File: src/design/sector_cache_clock_directory_defines.svh
// Assertion macros for the sector cache clock directory.
`ifndef SECTOR_CACHE_CLOCK_DIRECTORY_DEFINES_SVH
`define SECTOR_CACHE_CLOCK_DIRECTORY_DEFINES_SVH

// Same-cycle implication, sampled on clk, quiet during reset.
`define SCD_ASSERT_IMP(label, ante, cons) \
	label: assert property (@(posedge clk) disable iff (!arst_n) (ante) |-> (cons)) \
		else $error("scd check failed");

// Next-cycle implication, sampled on clk, quiet during reset.
`define SCD_ASSERT_NXT(label, ante, cons) \
	label: assert property (@(posedge clk) disable iff (!arst_n) (ante) |=> (cons)) \
		else $error("scd check failed");

`endif

File: src/design/scd_pkg.sv
// Shared types and constants of the sector cache clock directory.
`default_nettype none
package scd_pkg;
	localparam int ENTRIES_DEF  = 64;
	localparam int TAG_BITS_DEF = 32;
	localparam int SECTOR_W     = 32;
	localparam int SLOT_W       = 6;
	localparam int MAX_FLUSH    = 64;
	localparam int FLUSH_CNT_W  = 7;
	localparam int Q_DEPTH      = 2;
	localparam int Q_AW         = 1;

	typedef enum logic [1:0] {
		OP_READ  = 2'd0,
		OP_WRITE = 2'd1,
		OP_FLUSH = 2'd2
	} op_t;

	typedef struct packed {
		op_t                 op;
		logic [SECTOR_W-1:0] sector;
	} cmd_t;

	typedef enum logic [2:0] {
		B_IDLE,
		B_SCAN,
		B_CLK,
		B_WB,
		B_UPD,
		B_FSCAN,
		B_FRD,
		B_FEND
	} bstate_t;
endpackage
`default_nettype wire

File: src/design/sector_cache_clock_directory.sv
// Top level of the sector cache clock directory: intake queue plus engine.
// Access: a serial tag scan through the one-port tag store, which stops at a hit; on a full miss
//   a clock-hand walk follows, and a dirty victim's tag is read from the store for the writeback.
// Flush: walks the slots and reads each dirty one; one beat per dirty slot, or one closing beat if none.
// The intake queue holds two requests, so requests are taken while the engine works.
// Reset (arst_n low) frees every slot and clears dirty and accessed marks, hand and counters.
`default_nettype none
`include "sector_cache_clock_directory_defines.svh"
module sector_cache_clock_directory
	import scd_pkg::*;
#(
	parameter int ENTRIES  = ENTRIES_DEF,
	parameter int TAG_BITS = TAG_BITS_DEF
) (
	input  wire logic                clk,
	input  wire logic                arst_n,
	input  wire logic                req_valid,
	output logic                     req_ready,
	input  wire logic [1:0]          op,
	input  wire logic [SECTOR_W-1:0] sector,
	output logic                     rsp_valid,
	input  wire logic                rsp_ready,
	output logic [SLOT_W-1:0]        slot,
	output logic                     hit,
	output logic                     fill_needed,
	output logic                     writeback_valid,
	output logic [SECTOR_W-1:0]      writeback_sector,
	output logic                     last,
	output logic [31:0]              hit_total,
	output logic [31:0]              access_total
);
	logic cmd_valid, cmd_ready;
	cmd_t cmd;

	// Front end: take request beats, drop undefined ops, queue the rest.
	scd_front u_front (
		.clk       (clk),
		.arst_n    (arst_n),
		.req_valid (req_valid),
		.req_ready (req_ready),
		.op        (op),
		.sector    (sector),
		.cmd_valid (cmd_valid),
		.cmd_ready (cmd_ready),
		.cmd       (cmd)
	);

	// Back end: look up, replace, flush, and hold each result beat until taken.
	scd_back #(
		.ENTRIES  (ENTRIES),
		.TAG_BITS (TAG_BITS)
	) u_back (
		.clk              (clk),
		.arst_n           (arst_n),
		.cmd_valid        (cmd_valid),
		.cmd_ready        (cmd_ready),
		.cmd              (cmd),
		.rsp_valid        (rsp_valid),
		.rsp_ready        (rsp_ready),
		.slot             (slot),
		.hit              (hit),
		.fill_needed      (fill_needed),
		.writeback_valid  (writeback_valid),
		.writeback_sector (writeback_sector),
		.last             (last),
		.hit_total        (hit_total),
		.access_total     (access_total)
	);

	// A hit never asks for a fill or a writeback.
	`SCD_ASSERT_IMP(a_hit_clean, rsp_valid && hit, !fill_needed && !writeback_valid)
	// Only flush beats come before the last one, and each carries a writeback.
	`SCD_ASSERT_IMP(a_mid_is_wb, rsp_valid && !last, writeback_valid && !hit)
	// No writeback means an empty writeback sector.
	`SCD_ASSERT_IMP(a_wb_zero, rsp_valid && !writeback_valid, writeback_sector == '0)
	// The engine is busy right after taking a command.
	`SCD_ASSERT_NXT(a_busy, cmd_valid && cmd_ready, !cmd_ready)
endmodule
`default_nettype wire

File: src/design/scd_front.sv
// Request intake: drops undefined ops and queues the rest for the back end.
`default_nettype none
module scd_front
	import scd_pkg::*;
(
	input  wire logic                clk,
	input  wire logic                arst_n,
	input  wire logic                req_valid,
	output logic                     req_ready,
	input  wire logic [1:0]          op,
	input  wire logic [SECTOR_W-1:0] sector,
	output logic                     cmd_valid,
	input  wire logic                cmd_ready,
	output cmd_t                     cmd
);
	cmd_t                 q_q [Q_DEPTH];
	logic [Q_AW-1:0]      wp_q, rp_q;
	logic [Q_AW:0]        cnt_q;
	logic                 op_ok, push, pop;

	assign op_ok     = (op == OP_READ) || (op == OP_WRITE) || (op == OP_FLUSH);
	assign req_ready = (cnt_q != (Q_AW+1)'(Q_DEPTH));
	assign push      = req_valid && req_ready && op_ok;
	assign cmd_valid = (cnt_q != '0);
	assign pop       = cmd_valid && cmd_ready;
	assign cmd       = q_q[rp_q];

	always_ff @(posedge clk) begin
		if (push) begin
			q_q[wp_q] <= '{op: op_t'(op), sector: sector};
		end
	end

	always_ff @(posedge clk or negedge arst_n) begin
		if (!arst_n) begin
			wp_q  <= '0;
			rp_q  <= '0;
			cnt_q <= '0;
		end else begin
			if (push) begin
				wp_q <= (wp_q == Q_AW'(Q_DEPTH-1)) ? '0 : wp_q + 1'b1;
			end
			if (pop) begin
				rp_q <= (rp_q == Q_AW'(Q_DEPTH-1)) ? '0 : rp_q + 1'b1;
			end
			if (push && !pop) begin
				cnt_q <= cnt_q + 1'b1;
			end else if (pop && !push) begin
				cnt_q <= cnt_q - 1'b1;
			end
		end
	end
endmodule
`default_nettype wire

File: src/design/scd_back.sv
// Directory engine: tag scan, clock replacement, flush walk, result register.
`default_nettype none
module scd_back
	import scd_pkg::*;
#(
	parameter int ENTRIES  = ENTRIES_DEF,
	parameter int TAG_BITS = TAG_BITS_DEF
) (
	input  wire logic                clk,
	input  wire logic                arst_n,
	input  wire logic                cmd_valid,
	output logic                     cmd_ready,
	input  wire cmd_t                cmd,
	output logic                     rsp_valid,
	input  wire logic                rsp_ready,
	output logic [SLOT_W-1:0]        slot,
	output logic                     hit,
	output logic                     fill_needed,
	output logic                     writeback_valid,
	output logic [SECTOR_W-1:0]      writeback_sector,
	output logic                     last,
	output logic [31:0]              hit_total,
	output logic [31:0]              access_total
);
	localparam int IDX_W = (ENTRIES > 1) ? $clog2(ENTRIES) : 1;
	localparam logic [IDX_W-1:0] LAST_IDX = IDX_W'(ENTRIES-1);

	bstate_t               state_q, state_d;
	op_t                   op_q;
	logic [TAG_BITS-1:0]   tag_q;
	logic [IDX_W-1:0]      idx_q, rd_idx_q, slot_q, free_q, hand_q, pend_idx_q;
	logic                  done_q, cmp_vld_q, found_q, free_vld_q, wbv_q, pend_vld_q;
	logic [TAG_BITS-1:0]   rd_q, wbs_q, pend_tag_q;
	logic [ENTRIES-1:0]    used_q, dirty_q, ref_q;
	logic [31:0]           hits_q, acc_q;
	logic [FLUSH_CNT_W-1:0] k_q;
	logic [TAG_BITS-1:0]   tag_mem [ENTRIES];

	logic                  out_free, hit_now, cmp_last, flush_stop;
	logic                  rd_en, wr_en, emit;
	logic [IDX_W-1:0]      rd_addr;
	logic [IDX_W-1:0]      e_slot;
	logic                  e_hit, e_fill, e_wbv, e_last;
	logic [TAG_BITS-1:0]   e_wbs;
	logic [31:0]           e_hits, e_acc;

	assign out_free   = !rsp_valid || rsp_ready;
	assign hit_now    = cmp_vld_q && used_q[rd_idx_q] && (rd_q == tag_q);
	assign cmp_last   = cmp_vld_q && (rd_idx_q == LAST_IDX);
	assign flush_stop = done_q || (k_q == FLUSH_CNT_W'(MAX_FLUSH));
	assign cmd_ready  = (state_q == B_IDLE);

	// next state
	always_comb begin
		state_d = state_q;
		unique case (state_q)
			B_IDLE: begin
				if (cmd_valid) begin
					state_d = (cmd.op == OP_FLUSH) ? B_FSCAN : B_SCAN;
				end
			end
			B_SCAN: begin
				if (hit_now) begin
					state_d = B_UPD;
				end else if (cmp_last) begin
					state_d = free_vld_q ? B_UPD : B_CLK;
				end
			end
			B_CLK: begin
				if (!ref_q[hand_q]) begin
					state_d = dirty_q[hand_q] ? B_WB : B_UPD;
				end
			end
			B_WB:    state_d = B_UPD;
			B_UPD: begin
				if (out_free) begin
					state_d = B_IDLE;
				end
			end
			B_FSCAN: begin
				if (flush_stop) begin
					state_d = B_FEND;
				end else if (dirty_q[idx_q]) begin
					state_d = B_FRD;
				end
			end
			B_FRD: begin
				if (!pend_vld_q || out_free) begin
					state_d = B_FSCAN;
				end
			end
			B_FEND: begin
				if (out_free) begin
					state_d = B_IDLE;
				end
			end
			default: state_d = B_IDLE;
		endcase
	end

	// strobes and result fields
	always_comb begin
		rd_en   = 1'b0;
		rd_addr = idx_q;
		wr_en   = 1'b0;
		emit    = 1'b0;
		e_slot  = slot_q;
		e_hit   = 1'b0;
		e_fill  = 1'b0;
		e_wbv   = 1'b0;
		e_wbs   = '0;
		e_last  = 1'b1;
		e_hits  = hits_q;
		e_acc   = acc_q;
		unique case (state_q)
			B_SCAN:  rd_en = !done_q;
			B_CLK: begin
				rd_addr = hand_q;
				rd_en   = !ref_q[hand_q] && dirty_q[hand_q];
			end
			B_UPD: begin
				emit   = out_free;
				wr_en  = out_free && !found_q;
				rd_addr = slot_q;
				e_hit  = found_q;
				e_fill = !found_q && (op_q == OP_READ);
				e_wbv  = wbv_q;
				e_wbs  = wbs_q;
				e_hits = hits_q + 32'(found_q);
				e_acc  = acc_q + 32'd1;
			end
			B_FSCAN: rd_en = !flush_stop && dirty_q[idx_q];
			B_FRD: begin
				emit   = pend_vld_q && out_free;
				e_slot = pend_idx_q;
				e_wbv  = 1'b1;
				e_wbs  = pend_tag_q;
				e_last = 1'b0;
			end
			B_FEND: begin
				emit   = out_free;
				e_slot = pend_vld_q ? pend_idx_q : '0;
				e_wbv  = pend_vld_q;
				e_wbs  = pend_vld_q ? pend_tag_q : '0;
			end
			default: begin
			end
		endcase
	end

	// tag store, single port, registered read
	always_ff @(posedge clk) begin
		if (rd_en) begin
			rd_q <= tag_mem[rd_addr];
		end
		if (wr_en) begin
			tag_mem[slot_q] <= tag_q;
		end
	end

	always_ff @(posedge clk or negedge arst_n) begin
		if (!arst_n) begin
			state_q    <= B_IDLE;
			op_q       <= OP_READ;
			tag_q      <= '0;
			idx_q      <= '0;
			rd_idx_q   <= '0;
			slot_q     <= '0;
			free_q     <= '0;
			hand_q     <= '0;
			pend_idx_q <= '0;
			pend_tag_q <= '0;
			done_q     <= 1'b0;
			cmp_vld_q  <= 1'b0;
			found_q    <= 1'b0;
			free_vld_q <= 1'b0;
			wbv_q      <= 1'b0;
			wbs_q      <= '0;
			pend_vld_q <= 1'b0;
			used_q     <= '0;
			dirty_q    <= '0;
			ref_q      <= '0;
			hits_q     <= '0;
			acc_q      <= '0;
			k_q        <= '0;
			rsp_valid  <= 1'b0;
			slot             <= '0;
			hit              <= 1'b0;
			fill_needed      <= 1'b0;
			writeback_valid  <= 1'b0;
			writeback_sector <= '0;
			last             <= 1'b0;
			hit_total        <= '0;
			access_total     <= '0;
		end else begin
			state_q <= state_d;
			if (rsp_ready) begin
				rsp_valid <= 1'b0;
			end
			if (emit) begin
				rsp_valid        <= 1'b1;
				slot             <= SLOT_W'(e_slot);
				hit              <= e_hit;
				fill_needed      <= e_fill;
				writeback_valid  <= e_wbv;
				writeback_sector <= SECTOR_W'(e_wbs);
				last             <= e_last;
				hit_total        <= e_hits;
				access_total     <= e_acc;
			end
			unique case (state_q)
				B_IDLE: begin
					if (cmd_valid) begin
						op_q       <= cmd.op;
						tag_q      <= cmd.sector[TAG_BITS-1:0];
						idx_q      <= '0;
						done_q     <= 1'b0;
						cmp_vld_q  <= 1'b0;
						free_vld_q <= 1'b0;
						wbv_q      <= 1'b0;
						wbs_q      <= '0;
						k_q        <= '0;
						pend_vld_q <= 1'b0;
					end
				end
				B_SCAN: begin
					cmp_vld_q <= !done_q;
					rd_idx_q  <= idx_q;
					if (!done_q) begin
						// remember the lowest free slot on the way past
						if (!used_q[idx_q] && !free_vld_q) begin
							free_vld_q <= 1'b1;
							free_q     <= idx_q;
						end
						if (idx_q == LAST_IDX) begin
							done_q <= 1'b1;
						end else begin
							idx_q <= idx_q + 1'b1;
						end
					end
					found_q <= hit_now;
					slot_q  <= hit_now ? rd_idx_q : free_q;
				end
				B_CLK: begin
					if (ref_q[hand_q]) begin
						ref_q[hand_q] <= 1'b0;
						hand_q <= (hand_q == LAST_IDX) ? '0 : hand_q + 1'b1;
					end else begin
						slot_q <= hand_q;
					end
				end
				B_WB: begin
					wbv_q <= 1'b1;
					wbs_q <= rd_q;
				end
				B_UPD: begin
					if (out_free) begin
						acc_q  <= acc_q + 32'd1;
						hits_q <= hits_q + 32'(found_q);
						if (!found_q) begin
							used_q[slot_q] <= 1'b1;
						end
						ref_q[slot_q]   <= 1'b1;
						dirty_q[slot_q] <= (op_q == OP_WRITE) || (found_q && dirty_q[slot_q]);
					end
				end
				B_FSCAN: begin
					if (!flush_stop && !dirty_q[idx_q]) begin
						if (idx_q == LAST_IDX) begin
							done_q <= 1'b1;
						end else begin
							idx_q <= idx_q + 1'b1;
						end
					end
				end
				B_FRD: begin
					if (!pend_vld_q || out_free) begin
						pend_vld_q     <= 1'b1;
						pend_idx_q     <= idx_q;
						pend_tag_q     <= rd_q;
						dirty_q[idx_q] <= 1'b0;
						k_q            <= k_q + 1'b1;
						if (idx_q == LAST_IDX) begin
							done_q <= 1'b1;
						end else begin
							idx_q <= idx_q + 1'b1;
						end
					end
				end
				B_FEND: begin
				end
				default: begin
				end
			endcase
		end
	end
endmodule
`default_nettype wire
File: config.mk
export PLATFORM = sky130hd
export DESIGN_NAME = sector_cache_clock_directory
export DESIGN_NICKNAME = d
export VERILOG_FILES = /design/src/design/scd_pkg.sv /design/src/design/sector_cache_clock_directory.sv /design/src/design/scd_front.sv /design/src/design/scd_back.sv
export VERILOG_INCLUDE_DIRS = /design/src /design/src/design
export SDC_FILE = /design/constraint.sdc
export NUM_CORES = 2
export LEC_CHECK = 0
export BUFFER_PORTS_ARGS = -buffer_cell sky130_fd_sc_hd__buf_2
export CORE_MARGIN = 4
export CORE_UTILIZATION = 44
export DETAILED_ROUTE_END_ITERATION = 8
export SYNTH_ARGS = -nofsm -noshare
export SYNTH_HDL_FRONTEND = slang
export SYNTH_HIERARCHICAL = 1
export SYNTH_SLANG_ARGS = --single-unit
File: constraint.sdc
create_clock -name clk -period 4.6 [get_ports clk]
set_input_delay 0.46 -clock clk [delete_from_list [all_inputs] [get_ports clk]]
set_output_delay 0.46 -clock clk [all_outputs]
set_load 0.02 [all_outputs]
Word level (Yosys, flattened, before mapping)
Memory sizes are Yosys's and may differ from the RTL's. A register that Yosys moved wholly into a read port is not among the register bits.
Index checks and enable logic that the tools add are counted.
- word-level logic and storage cells: 245
- memories: 2
- memory bits (writable): 2116
- output and inout bits: 108
- register bits: 517
- input port bits: 38
- memory list (name ; words ; width ; read ports ; clocked after Yosys merged registers in ; write ports ; RTL line ; source):
    u_back.tag_mem ; 64 ; 32 ; 1 ; 1 ; 1 ; scd_back.sv:37 ; logic [TAG_BITS-1:0] tag_mem [ENTRIES];
    u_front.q_q ; 2 ; 34 ; 1 ; 0 ; 1 ; scd_front.sv:16 ; cmd_t q_q [Q_DEPTH];
- multiplexer cells: 90
- equality and inequality tests: 28
- magnitude comparators: 7
- reductions and logical operators: 66
- bitwise logic cells: 8
- add/sub/neg operators: 9
- operators with widths (operator ; count):
    2-to-1 mux 64 bit ; 4
    case mux 64 bit (2 select lines) ; 2
    bitwise AND 64 bit ; 2
    2-to-1 mux 32 bit ; 4
    NOT 64 bit ; 2
    bitwise OR 64 bit ; 2
    case mux 32 bit (3 select lines) ; 1
    bitwise mux 64 bit ; 1
    case mux 32 bit (2 select lines) ; 1
    2-to-1 mux 6 bit ; 9
    binary-select mux 1 bit (select 6 bit) ; 6
    case mux 6 bit (2 select lines) ; 3
    2-to-1 mux 3 bit ; 11
    adder 32 x 1 -> 32 bit ; 1
    adder 32 x 1 -> 32 bit (second input constant) ; 1
    equality test 32 bit ; 1
    2-to-1 mux 1 bit ; 30
    < comparator 6 x 7 -> 1 bit (second input constant) ; 4
    case mux 6 bit (4 select lines) ; 1
    case mux 3 bit (7 select lines) ; 1
    logical AND 1 bit ; 19
    demux 1 bit (select 6 bit) ; 3
    equality test 6 bit (second input constant) ; 3
    >= comparator 6 x 1 -> 1 bit (second input constant) ; 3
    other kinds (33) ; 93

Longest topological paths before layout
- depth in word-level cells: 8
- gate-level depth with buffers: 15
- depth with buffers taken out: 10

By module
The synthesis kept the hierarchy.
- by module, submodules not included (module ; cells each ; area an instance (um^2) ; times used ; sequential area each (um^2)):
    scd_back ; 6840 ; 106435.8 ; 1 ; 75297.2
    scd_front ; 126 ; 2810.2 ; 1 ; 2142.1

Worst setup path after synthesis
Ideal clock, no wire load.
- kind: register to register
- start point: reg u_back.state_q[2]
- end point: mem u_back/tag_mem[16][0] in the netlist's numbering (enable)
- cell stages (with the launch flop): 9
- setup slack: 0.839 ns
- data arrival time: 3.338 ns
- data required time: 4.178 ns
- period minus slack after synthesis: 3.761 ns
- library setup time: 0.422 ns
- buffers on the path: 5
- path through: dfrtp_1 -> buf_6 -> buf_4 -> or3b_2 -> clkbuf_1 -> or3_1 -> clkbuf_1 -> buf_1 -> nor2_1
- longest elaborated chain between the ends: 4
- ends and longest elaborated chain (item ; RTL line ; source):
    start, declared ; scd_back.sv:28 ; bstate_t state_q, state_d;
    start signal, assigned ; scd_back.sv:196 ; state_q <= state_d;
    equality test 3 bit ; scd_back.sv:115 ; unique case (state_q)
    2-to-1 mux 1 bit ; scd_back.sv:115 ;
    2-to-1 mux 1 bit ; scd_back.sv:156 ; if (wr_en) begin
    2-to-1 mux 1 bit (not written as such) ; scd_back.sv:157 ; tag_mem[slot_q] <= tag_q;
    end, declared ; scd_back.sv:37 ;
Every way passes these cells.

Worst setup path in the final report
- start point: reg u_back.slot_q[2]
- end point: reg u_back.rd_q[14], read port of u_back.tag_mem, data pin
- longest elaborated chain between the ends: 1
- ends and longest elaborated chain (item ; RTL line ; source):
    start, declared ; scd_back.sv:31 ; logic [IDX_W-1:0] idx_q, rd_idx_q, slot_q, free_q, hand_q, pend_idx_q;
    start signal, assigned ; scd_back.sv:242 ; slot_q <= hit_now ? rd_idx_q : free_q;
    start signal, assigned ; scd_back.sv:249 ; slot_q <= hand_q;
    case mux 6 bit (2 select lines) ; scd_back.sv:115 ;
    end, declared ; scd_back.sv:33 ; logic [TAG_BITS-1:0] rd_q, wbs_q, pend_tag_q;
Every way passes these cells.
A chain may end at the register's enable or synchronous reset.

==> impl_metrics.toml <==
[placed_design]
dpl.hpwl_mm = 228
postPlaceCellArea_um2 = 117000
numPortBuffers = 145
place_ws_ps = 569
globalplace.congestion = 0.935

[timing]
report.final.slew_viol_count = 0
whs_ps = 130
clock_skew_ps = 64.9
hold_viol_final = 0
fmax_ghz = 0.243
tightest_slew_ps = 1360
fin_crit_sh = 0.893
fin_tns_setup_ps = 0
setup_viol = 0
period_minus_slack_ps = 4110
setup_slack_ps = 490
rsz0062_at_grt = "false"
slew_headroom = 0.0826

[clocking]
cts.clk_slew.worst_paths_ps = 60
post-cts-setup-buffers = 0
cts_resized = 0
ctsHoldBuffers = 37
cts_buffers = 297
cts_tree = "built"
cts-root-buf = "clkbuf_16"
numClockSinks = 2665
clock_path_buffers = 4
h-tree-depth = 5
clock_latency_ps = 940

[logic_synthesis]
synth_edf_count = 2148
synth_nets = 7012
synth-main-ff-cell = "edfxtp_1"
async_reset_ff_frac = 0.194
ys_seq_area_frac = 0.709
netlist_instances = 6966
syn_avg_cell_area_um2 = 15.7
ys_ff_latch = 2665
yosys_warnings = 6
ys_types = 89
netlist_area_um2 = 109000

[cells_and_area]
fin_nets = 7475
syn_to_final_growth_pct = 16.1
post-route-cell-area_um2 = 127000
layout-drive-gt1-share = 0.221

[global_route]
antenna_found_initial = 32
overflow = 0
groute.usage.overall = 0.279
grt_pass1_wl_mm = 512
grt_pass1_vias = 66529
grt_max_degree = 126

[routing]
drc = 0
drt_iter0_markers = 9915
routedWlPerCell_um = 33.3
ant_nets = 0
dr.pass1.iters = 6
drt_wl_total_mm = 365
viasPerCell = 6.33
vias = 69361

[floorplanning]
die_w_um = 506
die_y_um = 506
initial_core_util = 0.443
io_pins = 146
coreArea_um2 = 246000
rows = 182
fp.dieArea_um2 = 256000

[hold_path]
hold_path_class = "in -> async"

[pwr]
p_total_mw = 90.3
ir_worst_vdd_uv = 627
cellLeakagePower_nw = 43.7
p_per_area_nw_per_um2 = 712

[worst_setup_path]
required_ps = 5380
path_cells = "nand3b_1 > a21oi_1 > nor2_4 > nor2_4 > buf_4 > a22oi_1 > a21oi_1 > nor2_1 > o211ai_1"
critPathMaxStageDelay_ps = 790
ff2ff_setup_slack_ps = 490
worstRegToRegCells = 9
crit_fanout = 14
startpoint_type = "flop"
cp_slowest_cell = "dfrtp_1"
path_class = "reg -> reg"
worst-endpoint-arrival_ps = 4890
end_kind = "flop"

[outcome]
outcome = "finished clean"

[job]
cap_viol_max_count = 0
[power by group]
part | leakage (nW) | switching [mW] | internal (mW)
sequential | 25.8 | 1.82 | 30.9
combinational | 13.4 | 22.9 | 11.9
clock | 4.51 | 9.32 | 13.5
[cells by family (layout without fill, tap and decap cells)]
| kind of cell | count (synthesis) | count (layout) | share of synthesized area |
|---|---|---|---|
| buffers and inverters | 481 | 1144 | 0.0231 |
| flip-flops | 2665 | 2665 | 0.709 |
| other | 0 | 8 | 0 |
| XOR/XNOR | 163 | 163 | 0.0131 |
| AND/OR/NAND/NOR | 1653 | 1653 | 0.0689 |
| AO/OA/AOI/OAI | 1266 | 1266 | 0.0757 |
| multiplexers | 730 | 730 | 0.110 |
| adder cells (fa/ha/maj) | 8 | 8 | 0.000916 |
[metrics by stage]
stage / instances / utilization
2_1_floorplan: 6966 / -
3_3_place_gp: 10403 / 0.476
3_5_place_dp: 10404 / 0.476
4_1_cts: 10940 / 0.515
5_1_grt: 10946 / 0.515
6_report: 10949 / 0.515
[state kept, by name, indices dropped and copies added, names as in the netlist, 7 cells and up]
register and count:
u_front/q_q 68, u_back/hit_total 32, u_back/rd_q 32, u_back/pend_tag_q 32, u_back/tag_q 32, u_back/access_total 32
u_back/used_q 64, u_back/acc_q 32, u_back/writeback_sector 32, u_back/tag_mem 2048, u_back/k_q 7, u_back/ref_q 64
u_back/dirty_q 64, u_back/wbs_q 32, u_back/hits_q 32
[cell usage in the layout (no fill, tap or decap), types with 30 or more instances in the layout]
master	netlist	routed
buf_12	7	113
nor4_1	45	39
nand2_1	796	791
nor3_1	71	69
nor2_4	0	76
or2_2	70	71
a221oi_1	48	48
buf_4	22	323
and3_1	31	31
buf_2	83	144
xor2_1	63	63
nand4_1	50	50
mux4_2	351	351
a32o_1	34	33
mux2i_1	253	253
clkbuf_16	0	307
clkinv_1	2	48
xnor2_1	100	100
dfrtp_1	517	480
a22o_1	52	52
nand3_1	179	178
nor2_1	272	194
clkinv_2	0	34
o22ai_1	131	130
mux2_2	97	97
dlygate4sd3_1	0	37
dfrtp_2	0	37
a22oi_1	128	128
a21oi_1	255	253
or4_1	30	30
o221ai_1	60	60
clkbuf_1	256	65
o21ai_0	354	353
edfxtp_1	2148	2148
[cells in the mapped netlist, drive strengths merged, types with 20 or more instances]
cell type,count,area [um2]
mux2i,253,2530
or4,30,225
o21ai,362,1810
or2,74,463
a32o,34,340
a22oi,128,961
inv,25,93.8
o22a,20,175
nand4,50,313
a21oi,256,1290
mux2,126,1530
nor3,71,355
and3,31,194
nand2,796,2990
nor4,46,294
mux4,351,7910
a221oi,48,420
edfxtp,2148,64500
buf,198,1460
clkbuf,256,961
nand3,180,906
nor2,275,1050
dfrtp,517,12900
o22ai,132,832
a22o,52,455
o221ai,60,526
xor2,63,552
xnor2,100,876
[final cells by class]
| cell class | count | area [um2] |
|---|---|---|
| sequential | 2665 | 77500 |
| tap | 3312 | 4140 |
| timing repair buffer | 618 | 5790 |
| inverter | 27 | 101 |
| clock buffer | 390 | 8170 |
| clock inverter | 109 | 1030 |
| multi-input combinational | 3820 | 30100 |
| fill | 20122 | 120000 |
| antenna | 8 | 20.0 |
[worst max-delay path: cells and delay by family, from the launching register on]
family / cells / cell delay (ps)
compound gates: 4 / 1330
simple gates: 4 / 1460
buf+inv: 1 / 350
flops: 1 / 790
[per-layer routing]
metal  vias to the layer above  global-route usage  share of wire
li1                      28179                   -              -
met1                     35996               0.389           0.39
met2                      4445               0.429           0.46
met3                       729              0.0760           0.12
met4                        12              0.0903          0.036
met5                         -                   0        0.00087
[final timing paths]
kind,from,to
max in group asynchronous,arst_n,u_back/dirty_q[15]
max,u_back/slot_q[2],u_back/rd_q[14]
min in group clk,sector[7],u_front/q_q[0][7]
min,arst_n,u_back/tag_q[1]
max reg2reg,u_back/slot_q[2],u_back/rd_q[14]
min reg2reg,u_back/access_total[6],u_back/access_total[6]
Note: power is estimated with default switching activity, not from simulation.
